`src/hw/rtl/mtkd_pkg.sv`:
```
`timescale 1ns / 1ps
`default_nettype none

package mtkd_pkg;

    // symbol codes on the key input
    localparam logic [3:0] KEY_SPACE = 4'd0;
    localparam logic [3:0] KEY_SHIFT = 4'd1;
    localparam logic [3:0] KEY_SEP   = 4'd10;

    localparam logic [7:0] ASCII_SPACE   = 8'h20;
    localparam logic [7:0] ASCII_LOWER_A = 8'h61;
    localparam logic [7:0] CASE_GAP      = 8'h20;

    // result queue depth; a symbol is taken only while two entries are free
    localparam int unsigned OUTQ_DEPTH = 4;

    typedef struct packed {
        logic [7:0] out_char;
        logic       final_of_item;
    } t_result;

    // results produced by one symbol, in output order
    typedef struct packed {
        logic [1:0] count;
        t_result    res0;
        t_result    res1;
    } t_push;

    // offset of the key's first letter from 'a'
    function automatic logic [4:0] group_base(input logic [3:0] key);
        logic [4:0] base;
        unique case (key)
            4'd3:    base = 5'd3;
            4'd4:    base = 5'd6;
            4'd5:    base = 5'd9;
            4'd6:    base = 5'd12;
            4'd7:    base = 5'd15;
            4'd8:    base = 5'd19;
            4'd9:    base = 5'd22;
            default: base = 5'd0;
        endcase
        return base;
    endfunction

    // letters on the key
    function automatic logic [2:0] group_size(input logic [3:0] key);
        logic [2:0] size;
        unique case (key)
            4'd7, 4'd9: size = 3'd4;
            default:    size = 3'd3;
        endcase
        return size;
    endfunction

    // ascii letter for key, tap count and case
    function automatic logic [7:0] letter_char(input logic [3:0] key,
                                               input logic [1:0] tap,
                                               input logic       upper);
        logic [7:0] ch;
        ch = ASCII_LOWER_A + {3'd0, group_base(key)} + {6'd0, tap};
        if (upper) begin
            ch = ch - CASE_GAP;
        end
        return ch;
    endfunction

endpackage

`default_nettype wire

```
`src/hw/rtl/mtkd_decode.sv`:
```
`timescale 1ns / 1ps
`default_nettype none

module mtkd_decode
    import mtkd_pkg::*;
(
    input  wire logic       i_clk,
    input  wire logic       i_rst_n,
    input  wire logic       i_advance,
    input  wire logic [3:0] i_key,
    input  wire logic       i_last,
    output t_push           o_push
);

    logic       r_held_valid;
    logic [3:0] r_held_key;
    logic [1:0] r_tap;
    logic       r_held_upper;
    logic       r_shift;

    logic       n_held_valid;
    logic [3:0] n_held_key;
    logic [1:0] n_tap;
    logic       n_held_upper;
    logic       n_shift;

    logic       is_letter;
    logic       flush_a;
    logic       emit_space;
    logic       flush_b;
    logic [7:0] char_a;
    logic [7:0] char_b;
    logic [2:0] tap_inc;
    logic [1:0] n_count;

    // symbol handling, then end-of-message flush
    always_comb begin
        is_letter  = (i_key >= 4'd2) && (i_key <= 4'd9);
        flush_a    = 1'b0;
        emit_space = 1'b0;
        char_a     = letter_char(r_held_key, r_tap, r_held_upper);
        tap_inc    = {1'b0, r_tap} + 3'd1;

        n_held_valid = r_held_valid;
        n_held_key   = r_held_key;
        n_tap        = r_tap;
        n_held_upper = r_held_upper;
        n_shift      = r_shift;

        if (is_letter) begin
            if (r_held_valid && (r_held_key == i_key)) begin
                n_tap = (tap_inc == group_size(i_key)) ? 2'd0 : tap_inc[1:0];
            end else begin
                flush_a      = r_held_valid;
                n_held_key   = i_key;
                n_tap        = 2'd0;
                n_held_valid = 1'b1;
                n_held_upper = r_shift;
                n_shift      = 1'b0;
            end
        end else if (i_key == KEY_SHIFT) begin
            flush_a = r_held_valid;
            n_shift = 1'b1;
        end else if (i_key == KEY_SPACE) begin
            flush_a    = r_held_valid;
            emit_space = 1'b1;
            n_shift    = 1'b0;
        end else if (i_key == KEY_SEP) begin
            flush_a = r_held_valid;
        end

        // a flushed letter leaves nothing held unless a new run starts
        if (flush_a && !is_letter) begin
            n_held_valid = 1'b0;
            n_held_upper = 1'b0;
            n_tap        = 2'd0;
        end

        char_b  = letter_char(n_held_key, n_tap, n_held_upper);
        flush_b = i_last && n_held_valid;
        if (i_last) begin
            n_held_valid = 1'b0;
            n_held_upper = 1'b0;
            n_tap        = 2'd0;
            n_shift      = 1'b0;
        end
    end

    // order results: held letter, space, flushed letter (at most two)
    always_comb begin
        n_count = {1'b0, flush_a} + {1'b0, emit_space} + {1'b0, flush_b};
        o_push.count = i_advance ? n_count : 2'd0;
        o_push.res0.out_char      = flush_a ? char_a : (emit_space ? ASCII_SPACE : char_b);
        o_push.res0.final_of_item = (n_count == 2'd1);
        o_push.res1.out_char      = (emit_space && !flush_b) ? ASCII_SPACE : char_b;
        o_push.res1.final_of_item = 1'b1;
    end

    // held-letter state
    always_ff @(posedge i_clk) begin
        if (!i_rst_n) begin
            r_held_valid <= 1'b0;
            r_held_key   <= 4'd0;
            r_tap        <= 2'd0;
            r_held_upper <= 1'b0;
            r_shift      <= 1'b0;
        end else if (i_advance) begin
            r_held_valid <= n_held_valid;
            r_held_key   <= n_held_key;
            r_tap        <= n_tap;
            r_held_upper <= n_held_upper;
            r_shift      <= n_shift;
        end
    end

endmodule

`default_nettype wire

```
`src/hw/rtl/mtkd_outq.sv`:
```
`timescale 1ns / 1ps
`default_nettype none

module mtkd_outq
    import mtkd_pkg::*;
#(
    parameter int unsigned DEPTH = OUTQ_DEPTH
) (
    input  wire logic       i_clk,
    input  wire logic       i_rst_n,
    input  wire t_push      i_push,
    output logic            o_room,
    output logic            o_out_valid,
    input  wire logic       i_out_stall,
    output logic [7:0]      o_out_char,
    output logic            o_final_of_item
);

    localparam int unsigned PTR_W = $clog2(DEPTH);
    localparam int unsigned CNT_W = $clog2(DEPTH + 1);

    t_result            r_mem [DEPTH];
    logic [PTR_W-1:0]   r_wr_ptr;
    logic [PTR_W-1:0]   r_rd_ptr;
    logic [CNT_W-1:0]   r_count;

    logic               pop;
    logic [PTR_W-1:0]   wr_ptr_1;
    logic [PTR_W-1:0]   rd_ptr_1;

    // room for a full pair of results
    assign o_room      = (r_count <= CNT_W'(DEPTH - 2));
    assign o_out_valid = (r_count != '0);
    assign pop         = o_out_valid && !i_out_stall;
    assign wr_ptr_1    = (r_wr_ptr == PTR_W'(DEPTH - 1)) ? '0 : r_wr_ptr + 1'b1;
    assign rd_ptr_1    = (r_rd_ptr == PTR_W'(DEPTH - 1)) ? '0 : r_rd_ptr + 1'b1;

    assign o_out_char      = r_mem[r_rd_ptr].out_char;
    assign o_final_of_item = r_mem[r_rd_ptr].final_of_item;

    // result storage
    always_ff @(posedge i_clk) begin
        if (i_push.count != 2'd0) begin
            r_mem[r_wr_ptr] <= i_push.res0;
        end
        if (i_push.count == 2'd2) begin
            r_mem[wr_ptr_1] <= i_push.res1;
        end
    end

    // pointers and fill count
    always_ff @(posedge i_clk) begin
        if (!i_rst_n) begin
            r_wr_ptr <= '0;
            r_rd_ptr <= '0;
            r_count  <= '0;
        end else begin
            if (i_push.count == 2'd1) begin
                r_wr_ptr <= wr_ptr_1;
            end else if (i_push.count == 2'd2) begin
                r_wr_ptr <= (wr_ptr_1 == PTR_W'(DEPTH - 1)) ? '0 : wr_ptr_1 + 1'b1;
            end
            if (pop) begin
                r_rd_ptr <= rd_ptr_1;
            end
            r_count <= r_count + CNT_W'(i_push.count) - CNT_W'(pop);
        end
    end

endmodule

`default_nettype wire

```
`src/hw/rtl/multi_tap_keypad_decoder.sv`:
```
// multi-tap keypad text decoder
//
// input channel: i_in_valid / o_in_stall carry one keypad symbol word
// (i_key_symbol 0-9, 10 for the separator; i_last_symbol marks the end of
// a message). output channel: o_out_valid / i_out_stall carry one ascii
// character word (o_out_char) with o_final_of_item set on the last
// character caused by a symbol. a symbol yields zero, one or two words.
//
// order: a taken symbol sits in the input register, is decoded from there,
// and its characters are written into the result queue, whose head word is
// shown on the output. throughput: one symbol per cycle while the queue has
// room for a full pair; the output port drains one character a cycle while
// the receiver does not stall. the result queue, four entries by default,
// holds the characters that wait to be drained.
//
// reset (synchronous, active low) empties the queue and clears the held
// letter and pending shift. when the receiver stalls, the queue fills and
// o_in_stall rises once fewer than two free entries remain; the shown
// word holds until taken.
`timescale 1ns / 1ps
`default_nettype none

module multi_tap_keypad_decoder
    import mtkd_pkg::*;
#(
    parameter int unsigned QUEUE_DEPTH = OUTQ_DEPTH
) (
    input  wire logic       i_clk,
    input  wire logic       i_rst_n,
    input  wire logic       i_in_valid,
    output logic            o_in_stall,
    input  wire logic [3:0] i_key_symbol,
    input  wire logic       i_last_symbol,
    output logic            o_out_valid,
    input  wire logic       i_out_stall,
    output logic [7:0]      o_out_char,
    output logic            o_final_of_item
);

    logic       r_in_valid;
    logic [3:0] r_in_key;
    logic       r_in_last;

    logic       room;
    logic       advance;
    t_push      push;

    // input register moves on when the queue can take a full pair
    assign advance    = r_in_valid && room;
    assign o_in_stall = r_in_valid && !room;

    always_ff @(posedge i_clk) begin
        if (!i_rst_n) begin
            r_in_valid <= 1'b0;
        end else if (!o_in_stall) begin
            r_in_valid <= i_in_valid;
        end
    end

    always_ff @(posedge i_clk) begin
        if (i_in_valid && !o_in_stall) begin
            r_in_key  <= i_key_symbol;
            r_in_last <= i_last_symbol;
        end
    end

    mtkd_decode u_decode (
        .i_clk     (i_clk),
        .i_rst_n   (i_rst_n),
        .i_advance (advance),
        .i_key     (r_in_key),
        .i_last    (r_in_last),
        .o_push    (push)
    );

    mtkd_outq #(
        .DEPTH (QUEUE_DEPTH)
    ) u_outq (
        .i_clk           (i_clk),
        .i_rst_n         (i_rst_n),
        .i_push          (push),
        .o_room          (room),
        .o_out_valid     (o_out_valid),
        .i_out_stall     (i_out_stall),
        .o_out_char      (o_out_char),
        .o_final_of_item (o_final_of_item)
    );

endmodule

`default_nettype wire

```
`config.mk`:
```
export PLATFORM = sky130hd
export DESIGN_NAME = multi_tap_keypad_decoder
export DESIGN_NICKNAME = d
export VERILOG_FILES = /design/src/hw/rtl/mtkd_pkg.sv /design/src/hw/rtl/mtkd_decode.sv /design/src/hw/rtl/mtkd_outq.sv /design/src/hw/rtl/multi_tap_keypad_decoder.sv
export SDC_FILE = /design/constraint.sdc
export NUM_CORES = 1
export LEC_CHECK = 0
export ABC_AREA = 1
export BUFFER_PORTS_ARGS = -buffer_cell sky130_fd_sc_hd__buf_2
export CORE_AREA = 2 2 129 68
export DETAILED_ROUTE_END_ITERATION = 10
export DIE_AREA = 0 0 131 70
export GPL_TIMING_DRIVEN = 0
export PLACE_DENSITY = 0.74
export SYNTH_ARGS = -nofsm -noshare
export SYNTH_HDL_FRONTEND = slang
export SYNTH_HIERARCHICAL = 1
export SYNTH_SLANG_ARGS = --single-unit
```
`constraint.sdc`:
```
create_clock -name i_clk -period 7.4 [get_ports i_clk]
set_clock_uncertainty 0.2 [all_clocks]
set_input_delay 1.48 -clock i_clk [delete_from_list [all_inputs] [get_ports i_clk]]
set_output_delay 1.48 -clock i_clk [all_outputs]
set_load 0.005 [all_outputs]
```
==> run metrics <==
Clock Sink Count=60; Post-CTS Setup Inserts=0; # port buffers=19; initial antenna violation count=0; clk root buf=clkbuf_16; Antenna Nets Post-Route=0; Pleak=2.12 nW; Max rail drop VDD=0.213 mV; fin crit period=a little over 4000 ps; yosys warns=6; largest area contributor in the netlist=edfxtp_1; global route overflow=0; dominant cells by area after synthesis=edfxtp_1, nand2_1, dfxtp_1, o21ai_0, inv_1; Diodes inserted=0; Critical Path RT=7150 ps; RSZ-0062 raised after global routing=no; vias in the first global route=3389; Final WS setup=3250 ps; io pins=20; first-pass GRT wire length=16.2 mm; drt total wl=10.1 mm; die height=roughly 70 um; max-slew violation count=0; area grow syn2layout=14.4%; Initial Utilization=0.479; sequential area share after synthesis=0.408; P per Cell Area=between 200 and 300 nW/um^2; drc violations=0; Via Count=3611; DR WL/cell=15.1 um; max cap viols=0; Worst setup SP type=flop; area of the die=9170 sq um; post-route cell area=approximately 4500 sq um; core area=8260 sq um; CP Data Arrival Time=3910 ps; largest net degree at the start of global routing=11; Area after DPL=4230 sq um; clock-pin slew on the worst setup and hold paths=~50 ps; Least-Margin Pin Slew=roughly 980 ps; CTS buffer count=9; multi-input logic area=1980 sq um; Fmax achieved=between 200 and 250 MHz; #FFs+latches synth=60; Die W=131 um; Final Core Density=0.548; Setup WS pre-CTS=3220 ps; Cells after Synth=between 500 and 600; # setup viols final=0; fillers=770; Initial DRC Count=about 500; Max transition margin=0.340; FP Rows=24; layout cell share with drive strength beyond 1=0.145; hold buffers post-CTS=0; top-area cell type share of the netlist area=0.311; final RePlAce weighted congestion=0.905; Layout Nets=579; htree depth=3; kind of critical path=flop to flop; Final Hold Vio Count=0; worst hold path type=flop to flop; Period Utilization, post-route=0.561; FF/Latch Area=1610 sq um; CTS tree=yes; Critical Path Fanout Max=10; Synth Cell Area=3950 sq um; GRT Total Usage=0.234; vias per cell=between 5 and 6; CP endpoint kind=flop; Resized Gates After CTS=0; 1st-pass router iterations=5; Max Root-Sink Buffers=2; Avg Inst Size Synth=7.77 sq um; Clock Latency Late Sink=about 330 ps; DP HPWL=7.43 mm; run status=completed; Cell variety after synth=36; Setup TNS=0 ps
-- stage by stage --
stage / hold WS (ps) / power (mW) / cells
after floorplan: 234 / 0.717 / 512
final: 267 / 1.25 / 667
after CTS: 266 / 1.25 / 667
after global routing: 300 / 1.33 / 667
after detailed placement: 259 / 0.839 / 651
after global placement: 253 / 0.822 / 648
-- critical path, cell delays in order (launching register included) --
cell and delay, ps:
edfxtp_1 320, clkbuf_1 320, nor3_1 100, o21ai_0 280
inv_1 130, o21ai_0 250, inv_1 70, nor2_1 110
fa_1 450, nand2_1 90, inv_1 60, inv_1 80
ha_1 280, nand2_2 230, buf_2 260, o21ai_1 540
-- area by class of cell --
class	count	share of cell area
timing repair buffer	22	0.0260
inverter	78	0.0647
clock buffer	15	0.0639
tap	117	0.0324
multi-input combinational	361	0.437
clock inverter	1	0.00111
buffer	13	0.0185
sequential	60	0.356
-- report_power, final --
part / leakage, nW / switching, mW / internal (mW)
combinational: 1.45 / 0.268 / 0.148
sequential: 0.531 / 0.0278 / 0.402
clock: 0.145 / 0.144 / 0.265
-- sequential cells by signal, summed over array words and instances, names as in the netlist, 2 cells and up, named ones only --
signal	flops
r_in_key	4
u_decode/r_held_key	4
u_outq/r_mem	36
u_outq/r_count	3
u_decode/r_tap	2
u_outq/r_rd_ptr	2
u_outq/r_wr_ptr	2
-- Yosys cell counts (all sizes together) --
cell type,n
a21boi,2
inv,77
clkinv,1
a22oi,1
o21ai,74
nor3,3
a211oi,1
a21oi,18
ha,21
a21o,3
a31oi,1
nand4,6
clkbuf,3
edfxtp,41
nand3,25
dfxtp,19
conb,2
o22ai,10
fa,4
or3,1
nand2,127
buf,10
nand3b,2
nor2,53
xor2,4
-- cells in the final DEF, fill, tap and decap left out, drive strengths merged, types with 2 or more instances in the layout --
cell type / instances
inv: 77
a21boi: 2
xor2: 4
o21ai: 74
a21oi: 18
nand2: 127
nand3b: 2
clkbuf: 18
a21o: 3
clkinv: 2
nand3: 25
nor3: 3
nor2: 53
o22ai: 10
nand4: 6
buf: 32
dfxtp: 19
ha: 21
fa: 4
conb: 5
edfxtp: 41
-- logic make-up (layout without fill, tap and decap cells) --
logic type / count (synthesis) / after routing / synth area share
simple gates: 217 / 217 / 0.250
compound gates: 110 / 110 / 0.150
buf+inv: 91 / 129 / 0.0953
flops: 60 / 60 / 0.408
fa+ha+maj: 25 / 25 / 0.0867
xor+xnor: 4 / 4 / 0.00886
other cells: 2 / 5 / 0.00190
-- final timing paths --
path                                         to  slack [ps]                           from  cells after the start
hold reg to reg   u_decode/r_shift$_SDFFE_PN0P_         270  u_decode/r_shift$_SDFFE_PN0P_                      2
setup / recovery   u_outq/r_mem[1][2]$_DFFE_PP_        3250          r_in_key[0]$_DFFE_PP_                     15
setup reg to reg   u_outq/r_mem[1][2]$_DFFE_PP_        3250          r_in_key[0]$_DFFE_PP_                     15
hold / removal    u_decode/r_shift$_SDFFE_PN0P_         270  u_decode/r_shift$_SDFFE_PN0P_                      2
-- per-layer routing --
metal / vias up / share of wire / GRT usage
met3: 9 / 0.12 / 0.0858
met5: - / 0 / 0
li1: 1743 / - / -
met2: 196 / 0.41 / 0.324
met4: 0 / 0.0091 / 0.0697
met1: 1663 / 0.46 / 0.339
Note: power is estimated with default switching activity, not from simulation.
